<file path="config.mk">
export PLATFORM = sky130hd
export DESIGN_NAME = csdo_ram
export DESIGN_NICKNAME = d
export VERILOG_FILES = /design/src/rtl/complex_spectral_difference_onset_defines.svh /design/src/rtl/csdo_ram.sv
export SDC_FILE = /design/constraint.sdc
export NUM_CORES = 1
export LEC_CHECK = 0
export ABC_AREA = 1
export BUFFER_PORTS_ARGS = -buffer_cell sky130_fd_sc_hd__buf_2
export CORE_AREA = 4 4 104 106
export DETAILED_ROUTE_END_ITERATION = 8
export DIE_AREA = 0 0 108 110
export PLACE_DENSITY = 0.8
export SKIP_CTS_REPAIR_TIMING = 1
export SYNTH_ARGS = -nofsm -noshare
export SYNTH_HDL_FRONTEND = slang
export SYNTH_SLANG_ARGS = --single-unit
</file>
<file path="constraint.sdc">
create_clock -name clk -period 2.37 [get_ports clk]
set_clock_uncertainty 0.05 [all_clocks]
set_input_delay 0.1185 -clock clk [delete_from_list [all_inputs] [get_ports clk]]
set_output_delay 0.1185 -clock clk [all_outputs]
set_load 0.02 [all_outputs]
</file>
<file path="src/rtl/complex_spectral_difference_onset_defines.svh">
// Assertion macros used by the top level of the onset detector.
// Each macro expects clk and rst_n to exist in the module that uses it.
`ifndef COMPLEX_SPECTRAL_DIFFERENCE_ONSET_DEFINES_SVH
`define COMPLEX_SPECTRAL_DIFFERENCE_ONSET_DEFINES_SVH

// The consequent must hold in the same cycle as the antecedent.
`define CSDO_ASSERT_SAME(label, ante, cons, msg) \
    label: assert property (@(posedge clk) disable iff (!rst_n) (ante) |-> (cons)) \
        else $error(msg);

// The consequent must hold in the cycle after the antecedent.
`define CSDO_ASSERT_NEXT(label, ante, cons, msg) \
    label: assert property (@(posedge clk) disable iff (!rst_n) (ante) |=> (cons)) \
        else $error(msg);

`endif

</file>
<file path="src/rtl/csdo_ram.sv">
module csdo_ram #(
    parameter int WIDTH = 8,
    parameter int DEPTH = 16
) (
    input  logic                     clk,
    input  logic                     wr_en,
    input  logic [$clog2(DEPTH)-1:0] wr_addr,
    input  logic [WIDTH-1:0]         wr_data,
    input  logic                     rd_en,
    input  logic [$clog2(DEPTH)-1:0] rd_addr,
    output logic [WIDTH-1:0]         rd_data
);

    logic [WIDTH-1:0] mem [DEPTH];
    logic [WIDTH-1:0] rd_data_reg;

    always_ff @(posedge clk)
    begin
        if (wr_en)
        begin
            mem[wr_addr] <= wr_data;
        end
        if (rd_en)
        begin
            rd_data_reg <= mem[rd_addr];
        end
    end

    assign rd_data = rd_data_reg;

endmodule

</file>
* Word level (Yosys, flattened, before mapping) *
Memories as Yosys holds them, arrays and structs flattened. A register that Yosys moved wholly into a read port is not among the register bits.
Cells that the tools add are included.

word-level totals
  latch bits = 0
  memory bits (writable) = 128
  register bits = 0
  word-level logic and storage cells = 3
  bits in read-only memories = 0
  output and inout port bits = 8
  input bits = 19
  memories kept = 1

cells by class
  multiplexer cells = 2
  magnitude comparators = 0
  reductions and logical operators = 0
  eq/ne operators = 0
  $mul = 0
  shift-type cells = 0
  add/subtract/negate cells = 0
  bitwise operators = 0
  div/mod/pow operators = 0

memory list
  memory  words  bits a word  rd ports  clocked after Yosys merged registers in  wr ports  RTL line        text
  mem     16     8            1         1                                        1         csdo_ram.sv:14  logic [WIDTH-1:0] mem [DEPTH];

operators by type and width
  cell               number
  1-bit two-way mux  2

* Depth between registers and ports, before layout *
  depth in word-level cells = 2
  depth in mapped cells = 8
  gate-level depth less buffers = 7

* Worst setup path before layout *
No wires, ideal clock.

  path type = input -> register
  start = in wr_addr[2]
  end = mem mem[10][0] (enable)
  stages on the path = 2
  required time = 1,950 ps
  arrival = 699 ps
  path buffers = 0
  setup slack = 1,251 ps
  library setup time = 370 ps
  path through = nand3b_1 nor2_1

RTL lines
  item         RTL line        text
  from (decl)  csdo_ram.sv:7   input logic [$clog2(DEPTH)-1:0] wr_addr,
  to (decl)    csdo_ram.sv:14

Straight into the memory's write port.

==> flow_metrics.py <==
metrics = {
    "clock_tree": {
        "cts_tree": "built",
        "numClockSinks": 136,
        "worstSkewPairLatency_ns": 0.53,
        "cts_max_level": 4,
        "cts_root_buffer": "clkbuf_8",
        "cts_buffers": 17,
        "clock_path_buffers": 2,
        "clk_pin_slew_ns": 0.06,
    },
    "route": {
        "wl_um": 13300,
        "post_drt_wl_per_cell_um": 18.2,
        "drtAntennaViolNets": 0,
        "vias": 3990,
        "drt_pass1_iterations": 5,
        "dr.first_iter.drc_count": 569,
        "drc": 0,
        "viasPerCell": 5.44,
    },
    "placement": {
        "port_buffers": 26,
        "pre_cts_ws_ns": 0.523,
        "placedCellCount": 692,
        "place_congestion": 0.891,
        "dp_hpwl_um": 8080,
    },
    "critical_path": {
        "critPathKind": "in -> reg",
        "max_stage_delay_ns": 0.50,
        "crit_start": "rd_addr[1]",
        "start_kind": "input pin",
        "cp_slowest_cell": "buf_2",
        "cpMostUsedCell": "nand3_1",
        "cp.arrival_ns": 1.58,
        "crit_chain": "buf_2 > inv_2 > nand3_1 > nand3_1 > nand3_1 > nand2_1",
        "cp_max_fo": 33,
        "worstRegToRegCells": 6,
        "r2r-start": "mem[5][4]$_DFFE_PP_",
        "end_kind": "flip-flop",
        "crit_required_ns": 2.60,
    },
    "cells_and_area": {
        "drive_gt1_share_pct": 11.0,
        "utilization_pct": 69.1,
        "antenna_cells": 0,
        "syn_to_final_growth_pct": 15.5,
        "stdcell_count": 733,
        "largest_reg_flops": 128,
        "finalNetCount": 606,
    },
    "sta": {
        "fin_tns_setup_ns": 0,
        "fmax_mhz": 741,
        "whs_ns": -0.0106,
        "rsz0062_at_grt": "false",
        "fin_crit_sh_pct": 56.9,
        "relSlewSlack_pct": 37.2,
        "finalCriticalPeriod_ns": 1.35,
        "report.final.slew_viol_count": 0,
        "fin_ws_ns": 1.02,
        "setup_viol": 0,
        "worst_pin_slew_ns": 0.939,
        "finalHoldViolCount": 4,
    },
    "yosys": {
        "yosysSeqAreaShare_pct": 69.8,
        "syn-num-nets": 570,
        "syn_area_mm2": 0.00585,
        "synth-seq-cells": 136,
        "syn_avg_cell_area_um2": 10.6,
        "synthCells": 551,
        "synthDistinctLibCells": 11,
        "yosysWarningCount": 0,
    },
    "outcome": {
        "status": "complete, but fails checks",
        "violations": "negative hold slack",
    },
    "flow_run": {
        "cap_violations": 0,
    },
    "global_route": {
        "grt_pass1_wl_um": 21000,
        "grt_pass1_vias": 3796,
        "grt_usage_pct": 24.4,
        "overflow": 0,
        "antenna_found_initial": 0,
        "grt_max_degree": 65,
    },
    "floorplan": {
        "die-area_mm2": 0.0119,
        "die-width_um": 108,
        "row_count": 36,
        "start_util_pct": 59.8,
        "core_mm2": 0.00977,
        "fp.dieH_um": 110,
        "pin_count": 27,
    },
    "power": {
        "clkPwrFrac_pct": 47.9,
        "p_total_mw": 5.88,
        "vdd_ir_drop_max_v": 0.000655,
        "seqPwrFrac_pct": 46.4,
        "power.internal_mw": 4.62,
        "p_switching_mw": 1.26,
        "switching_share_pct": 21.4,
        "power_density_mw_per_mm2": 871,
        "power.leakage_nw": 2.90,
        "power_frac_comb_pct": 5.8,
    },
    "worst_hold_path": {
        "holdPathStages": 3,
        "min_from": "rd_addr[3]",
        "hold_class": "in -> reg",
    },
}
cells by family (layout without fill, tap and decap cells):
logic type    Yosys count  count (layout)  synth area share, %
buf+inv               126             175                 9.39
flops                 136             136                 69.8
simple gates          289             289                 20.8
layout make-up:
type	instances	area, um^2
sequential	136	4080
timing repair buffer	41	265
clock inverter	15	226
tap	133	166
inverter	102	383
multi-input combinational	289	1210
clock buffer	17	414
fill	675	3020
metrics by stage:
| step | hold WS [ns] | cell area [um^2] |
|---|---|---|
| 6_report | -0.0106 | 6750 |
| 5_1_grt | 0.00433 | 6750 |
| 4_1_cts | -0.116 | 6660 |
| 3_5_place_dp | 0.434 | 6020 |
| 3_3_place_gp | 0.436 | 6020 |
| 2_1_floorplan | 0.167 | 5850 |
synth_stat cells:
| library cell | instances | area share [%] |
|---|---|---|
| buf_6 | 6 | 1.2 |
| nand3_1 | 97 | 8.3 |
| inv_1 | 100 | 6.4 |
| buf_4 | 4 | 0.51 |
| edfxtp_1 | 136 | 70 |
| buf_1 | 1 | 0.064 |
| nor2_1 | 17 | 1.1 |
| buf_2 | 13 | 1.1 |
| nand2_1 | 173 | 11 |
| inv_2 | 2 | 0.13 |
| nand3b_1 | 2 | 0.26 |
cells in the final DEF, fill, tap and decap left out:
cell,n
clkbuf_16,16
dlygate4sd3_1,9
inv_1,100
nand2_1,173
inv_2,2
nor2_1,17
edfxtp_1,136
clkinvlp_4,3
clkinv_2,2
nand3_1,97
buf_2,26
inv_6,1
clkbuf_8,1
bufinv_16,5
buf_4,6
nand3b_1,2
clkinv_4,4
worst paths after layout:
kind                                             end  slack, ns
worst max-delay path            rd_data[7]$_DFFE_PP_       1.02
worst min register to register  rd_data[6]$_DFFE_PP_       0.73
worst max register to register  rd_data[4]$_DFFE_PP_       1.13
worst min-delay path            rd_data[7]$_DFFE_PP_      -0.01
power by group through the flow:
stage               combinational [mW]  sequential [mW]  clock, mW
floorplan                        0.190             2.79          0
CTS                              0.326             2.73       2.83
global placement                 0.314             2.78          0
global route                     0.373             2.73       2.95
detailed placement               0.320             2.78          0
finish                           0.339             2.73       2.82
worst max-delay path, delay by kind of cell:
family	cells	cell delay, ns
simple gates	4	0.53
buf+inv	2	0.93
metal layers:
| metal | track usage, % | vias up | part of all wire [%] |
|---|---|---|---|
| met3 | 5.71 | 28 | 9.0 |
| met5 | 0 | - | 0 |
| met2 | 38.2 | 233 | 48 |
| met4 | 10.0 | 0 | 2.5 |
| li1 | - | 1852 | - |
| met1 | 33.4 | 1877 | 40 |
No activity file was read; power rests on OpenSTA's default activity.
