### config.mk
export PLATFORM = sky130hd
export DESIGN_NAME = csdo_sqrt
export DESIGN_NICKNAME = d
export VERILOG_FILES = /design/src/rtl/complex_spectral_difference_onset_defines.svh /design/src/rtl/csdo_sqrt.sv
export SDC_FILE = /design/constraint.sdc
export NUM_CORES = 2
export LEC_CHECK = 0
export BUFFER_PORTS_ARGS = -buffer_cell sky130_fd_sc_hd__buf_2
export CORE_UTILIZATION = 57
export DETAILED_ROUTE_END_ITERATION = 8
export GPL_ROUTABILITY_DRIVEN = 0
export GPL_TIMING_DRIVEN = 0
export PLACE_DENSITY = 0.72
export SETUP_SLACK_MARGIN = 0.5
export SYNTH_ARGS = -nofsm -noshare
export SYNTH_HDL_FRONTEND = slang
export SYNTH_SLANG_ARGS = --single-unit
### constraint.sdc
create_clock -name clk -period 3.5 [get_ports clk]
set_input_delay 0 -clock clk [delete_from_list [all_inputs] [get_ports clk]]
set_output_delay 0 -clock clk [all_outputs]
set_load 0.05 [all_outputs]
### src/rtl/complex_spectral_difference_onset_defines.svh
// Assertion macros used by the top level of the onset detector.
// Each macro expects clk and rst_n to exist in the module that uses it.
`ifndef COMPLEX_SPECTRAL_DIFFERENCE_ONSET_DEFINES_SVH
`define COMPLEX_SPECTRAL_DIFFERENCE_ONSET_DEFINES_SVH

// The consequent must hold in the same cycle as the antecedent.
`define CSDO_ASSERT_SAME(label, ante, cons, msg) \
    label: assert property (@(posedge clk) disable iff (!rst_n) (ante) |-> (cons)) \
        else $error(msg);

// The consequent must hold in the cycle after the antecedent.
`define CSDO_ASSERT_NEXT(label, ante, cons, msg) \
    label: assert property (@(posedge clk) disable iff (!rst_n) (ante) |=> (cons)) \
        else $error(msg);

`endif

### src/rtl/csdo_sqrt.sv
module csdo_sqrt #(
    parameter int IN_W = 48,
    parameter int SB_W = 1
) (
    input  logic                  clk,
    input  logic                  rst_n,
    input  logic                  en,
    input  logic                  valid_in,
    input  logic [IN_W-1:0]       rad_in,
    input  logic [SB_W-1:0]       sb_in,
    output logic                  valid_out,
    output logic [IN_W/2-1:0]     root_out,
    output logic [SB_W-1:0]       sb_out
);

    localparam int OUT_W = IN_W / 2;
    localparam int REM_W = OUT_W + 3;

    logic              v_pipe    [OUT_W+1];
    logic [IN_W-1:0]   rad_pipe  [OUT_W+1];
    logic [REM_W-1:0]  rem_pipe  [OUT_W+1];
    logic [OUT_W-1:0]  root_pipe [OUT_W+1];
    logic [SB_W-1:0]   sb_pipe   [OUT_W+1];

    assign v_pipe[0]    = valid_in;
    assign rad_pipe[0]  = rad_in;
    assign rem_pipe[0]  = '0;
    assign root_pipe[0] = '0;
    assign sb_pipe[0]   = sb_in;

    // One result bit per stage: bring down two radicand bits, try root*4+1.
    for (genvar i = 0; i < OUT_W; i++)
    begin : g_step
        logic [REM_W-1:0] cat;
        logic [REM_W-1:0] trial;
        logic             fits;

        assign cat   = {rem_pipe[i][REM_W-3:0], rad_pipe[i][IN_W-1:IN_W-2]};
        assign trial = REM_W'({root_pipe[i], 2'b01});
        assign fits  = (cat >= trial);

        always_ff @(posedge clk or negedge rst_n)
        begin
            if (!rst_n)
            begin
                v_pipe[i+1] <= 1'b0;
            end
            else if (en)
            begin
                v_pipe[i+1] <= v_pipe[i];
            end
        end

        always_ff @(posedge clk)
        begin
            if (en)
            begin
                rad_pipe[i+1]  <= rad_pipe[i] << 2;
                rem_pipe[i+1]  <= fits ? (cat - trial) : cat;
                root_pipe[i+1] <= {root_pipe[i][OUT_W-2:0], fits};
                sb_pipe[i+1]   <= sb_pipe[i];
            end
        end
    end

    assign valid_out = v_pipe[OUT_W];
    assign root_out  = root_pipe[OUT_W];
    assign sb_out    = sb_pipe[OUT_W];

endmodule

Word-level counts from Yosys, hierarchy flattened. Cells that the tools add are included.

Order comparisons: 24. Divide/modulo/power cells: 0. Shift-type cells: 0. $add $sub $neg: 23. Bitwise gates (word level): 0. Multiplexer cells: 23. Reductions and logical operators: 0. $mul: 0. Eq/ne operators: 0.

Operators by type and width (count): 25-bit 2-to-1 mux (22); 27-bit by 10-bit >= comparator with 1-bit output (1); 27-bit by 11-bit >= comparator with 1-bit output (1); 27-bit by 12-bit >= comparator with 1-bit output (1); 27-bit by 13-bit >= comparator with 1-bit output (1); 27-bit by 14-bit >= comparator with 1-bit output (1); 27-bit by 15-bit >= comparator with 1-bit output (1); 27-bit by 16-bit >= comparator with 1-bit output (1); 27-bit by 17-bit >= comparator with 1-bit output (1); 27-bit by 18-bit >= comparator with 1-bit output (1); 27-bit by 19-bit >= comparator with 1-bit output (1); 27-bit by 20-bit >= comparator with 1-bit output (1); 27-bit by 21-bit >= comparator with 1-bit output (1); 27-bit by 22-bit >= comparator with 1-bit output (1); 27-bit by 23-bit >= comparator with 1-bit output (1); 27-bit by 24-bit >= comparator with 1-bit output (1); 27-bit by 25-bit >= comparator with 1-bit output (1); 27-bit by 3-bit >= comparator with 1-bit output (1); 27-bit by 4-bit >= comparator with 1-bit output (1); 27-bit by 5-bit >= comparator with 1-bit output (1); 27-bit by 6-bit >= comparator with 1-bit output (1); 27-bit by 7-bit >= comparator with 1-bit output (1); 27-bit by 8-bit >= comparator with 1-bit output (1); 27-bit by 9-bit >= comparator with 1-bit output (1); 25 further kinds (25).

Latch bits: 0. Output and inout bits: 26. Input bits: 53. Memories: 0. Flip-flop bits (word level): 1453. Bits in writable memories: 0. Logic and storage cells: 189. Bits in read-only memories: 0.

Logic depth before layout (Yosys ltp).
Word-level depth: 2. Depth in mapped cells: 13. Mapped depth without buffers: 11.

Least setup slack after synthesis. No wires, ideal clock.

Path kind: reg2reg. Start: register rem_pipe (netlist bit g_step[6].cat[16]). End: register rem_pipe (netlist bit g_step[7].cat[12]) (data pin). Required time: 3241 ps. Clock period less this slack: 3268 ps. Slack: 232 ps. Cell stages (with the launch flop): 10. Data arrival time: 3009 ps. Cells stage by stage: edfxtp_1 -> or3_1 -> or2_1 -> or3_1 -> or4_1 -> o31ai_2 -> nor4b_2 -> nand2b_1 -> or4_1 -> xnor2_1.

Cells in the longest elaborated chain, start to end: 2.

Ends and longest elaborated chain: start: declaration (RTL line csdo_sqrt.sv:21) `logic [REM_W-1:0] rem_pipe [OUT_W+1];`; start signal: indexed assignment (RTL line csdo_sqrt.sv:59) `rem_pipe[i+1] <= fits ? (cat - trial) : cat;`; 27-bit by 8-bit >= comparator with 1-bit output (RTL line csdo_sqrt.sv:40) `assign fits = (cat >= trial);`; 25-bit 2-to-1 mux (RTL line csdo_sqrt.sv:59).

No other way between the ends. A chain may end at the register's enable or synchronous reset.

Final worst setup path.
Start: register rem_pipe (netlist bit g_step[6].cat[18]). End: register rem_pipe (netlist bit g_step[7].cat[12]) (data pin).

The elaborated chain is that of the path after synthesis.

==> metrics <==
count of cell types in the netlist=77; maximum vdd drop=0.0005575 V; final worst slack=194.7 ps; Slew HR=0.2901; Core ar.=114300 um^2; global route total overflow=0; CTS tree=built; first-pass iteration count of the detailed router=6; Layout Cells excl Fill=7070; vias in the first global route=38750; Die H=341.6 um; H-Tree Depth=4; Finish-stage setup viols=0; first-pass GRT wire length=195700 um; Crit Path Class=reg2reg; Pwr Total=0.04803 W; internal power=0.03506 W; remaining routing DRC violations=0; largest net degree at the start of global routing=188; drt total wl=126000 um; PwrDens=615.3 nW/um^2; Layout Nets=5824; number of antenna diodes=0; IO buf count=78; average size of a mapped cell=13.31 um^2; CTS Buf Count=150; Final Cycle Share=0.9444; post-synthesis sequential area ratio=0.6574; Logic pwr share=0.191; Hold Path Class=in2reg; sequential power share=0.479; P&R area growth vs syn=18.75%; Initial Utilization=0.5749; run status=complete, no violations; clock sinks=1443; Core Util, Final=0.6827; worst-path maximum fanout=4; Slew Limit Fails=0; Leak=30.19 nW; HP Start=rad_in[46]; Ys Warns=0; Worst Hold End=g_step[1].cat[2]; Max-cap violations=0; hold path cells=3; switching share of power=0.2700; #FFs+latches synth=1443; CP Data Required Time=4030 ps; Reg area=43210 um^2; crit start category=flip-flop; post-synthesis cell count=4940; width of the die=341.6 um; EDFF count, synth=1419; Reg2Reg Setup Slack=190 ps; Worst EP arrival=3830 ps; placed instance count=6538; DPL Wire Length=82380 um; RSZ-0062 raised after global routing=true; Filler cells=7782; WL/cell=17.82 um; Die ar.=116700 um^2; Top Ports=79; DP Worst Slack=-663.2 ps; multi-input logic area=22850 um^2; Worst Skew=45.49 ps; crit end category=flip-flop; Antenna Violating Nets Remaining=0; Total GRT Usage=0.2095; worst slew pin tran=1065 ps; P_sw=0.01297 W; final hold violations=0; Worst R2R Path Depth=10; Final min period=3305 ps; reg2reg start=g_step[6].cat[18]; syn_nets=5318; initial antenna violation count=0; Fmax achieved=302.5 MHz; Post-synth ARST share=0.01663; Post-Syn Area=65730 um^2; clock-pin slew on the worst setup and hold paths=60 ps; CTS root buf=clkbuf_16; Clk network pwr share=0.329; Vias/cell=5.630; row count=124; Crit Reg-Reg Endpoint=g_step[7].cat[12]; vias=39810; Clock Latency Late Sink=770 ps; CTS max path bufs=3; prevailing post-synth register cell=edfxtp_1; share of layout cells above drive strength 1=0.1713; Initial DRC Count=2809
-- sequential cells by signal, summed over array words and instances, names as in the netlist --
| register | count |
|---|---|
| g_step.cat | 589 |
| rad_pipe | 506 |
| g_step.trial | 276 |
| root_out | 24 |
| sb_pipe | 23 |
| v_pipe | 23 |
| sb_out | 1 |
| valid_out | 1 |
-- metrics by stage --
stage | TNS [ps] | hold WS (ps) | area [um^2]
CTS | 0 | 8.419 | 76220
floorplan | 0 | -295.6 | 65840
detailed placement | -38550 | 3.435 | 68350
finish | 0 | 81.57 | 78060
global placement | - | -9.405 | 68120
global route | 0 | 73.71 | 78060
-- power by group through the flow --
stage | clock network (W) | logic (W) | registers (W)
global placement | 0 | 0.00757 | 0.0239
floorplan | 0 | 0.00590 | 0.0228
global route | 0.0168 | 0.0101 | 0.0232
finish | 0.0158 | 0.00919 | 0.0230
CTS | 0.0162 | 0.00850 | 0.0230
detailed placement | 0 | 0.00778 | 0.0233
-- final cells by class --
type / instances / area share
flip-flops and latches: 1443 / 0.5536
multi-input cells: 2991 / 0.2927
clock buffers: 176 / 0.04961
repair buffers: 354 / 0.03781
well taps: 1512 / 0.02423
inverters: 422 / 0.02032
clock inverters: 88 / 0.01388
plain buffers: 84 / 0.007838
-- critical path, cell delays in order (launching register included) --
cell	delay (ps)
edfxtp_1	410
or3_4	410
or2_4	240
or3_4	350
or4_4	440
o31ai_4	270
nor4b_4	90
buf_4	130
nand2b_4	140
or4_4	430
xnor2_1	140
-- metal layers --
metal,GRT usage,vias to the layer above,share of wire
li1,-,19270,-
met1,0.2635,19180,0.41
met2,0.3586,1020,0.50
met3,0.03417,334,0.049
met4,0.09146,0,0.039
met5,0,-,0
-- layout by cell type (no fill, tap or decap), types with 26 or more instances in the layout --
cell type,count
edfxtp_1,1419
inv_1,412
nor2_1,307
a21oi_1,289
nand2_1,271
ha_1,271
xnor2_1,220
xor2_1,206
o21ai_0,164
buf_4,160
clkbuf_16,153
a21o_1,114
dlygate4sd3_1,103
nor3_1,101
buf_2,86
nand3_1,76
mux2_2,76
nand2b_1,63
o21a_1,59
or3_1,49
clkbuf_1,46
ha_4,44
nand4_1,41
nor2b_1,41
nor4_1,34
or4_1,28
clkinv_2,26
-- Yosys cell counts (56+ instances only) --
master | instances | area [um^2]
nor3_1 | 126 | 630.6
edfxtp_1 | 1419 | 42610
o21ai_0 | 201 | 1006
a21oi_1 | 316 | 1582
inv_1 | 422 | 1584
nand3_1 | 80 | 400.4
xnor2_1 | 221 | 1936
clkbuf_1 | 80 | 300.3
nand2b_1 | 67 | 419.2
nand2_1 | 282 | 1059
ha_1 | 325 | 4066
o21a_1 | 61 | 457.9
a21o_1 | 114 | 855.8
or3_1 | 56 | 350.3
nor2_1 | 325 | 1220
xor2_1 | 210 | 1839
mux2_2 | 77 | 867.1
-- worst max-delay path by stage --
| stage | slack, ps | to | start | cells past startpoint |
|---|---|---|---|---|
| floorplan | 280 | g_step[7].cat[25] | g_step[6].cat[16] | 10 |
| detailed placement | -660 | g_step[23].cat[15] | g_step[22].trial[2] | 12 |
| finish | 190 | g_step[7].cat[12] | g_step[6].cat[18] | 10 |
| global route | 120 | g_step[7].cat[12] | g_step[6].cat[18] | 10 |
| CTS | 260 | g_step[7].cat[12] | g_step[6].cat[18] | 10 |
| global placement | -19020 | g_step[18].cat[26] | en | 1 |
-- kinds of logic (layout without fill, tap and decap cells) --
family / Yosys count / in the layout / synth area share
fa+ha+maj: 325 / 325 / 0.06186
mux: 83 / 83 / 0.01410
buf+inv: 506 / 1124 / 0.02901
flops: 1443 / 1443 / 0.6574
simple gates: 1247 / 1247 / 0.09468
compound gates: 904 / 904 / 0.08550
xor+xnor: 431 / 431 / 0.05743
other cells: 1 / 1 / 0.00005705
-- what timing repair did --
item                                   CTS  global route
resized for setup                      280           287
pin swaps                               78           100
hold buffers                           103             0
setup buffers                           85            78
gates cloned                             1             1
endpoints found under the hold margin  179             0
setup endpoints to repair              430           430
Power figures use the tool's default switching activity.
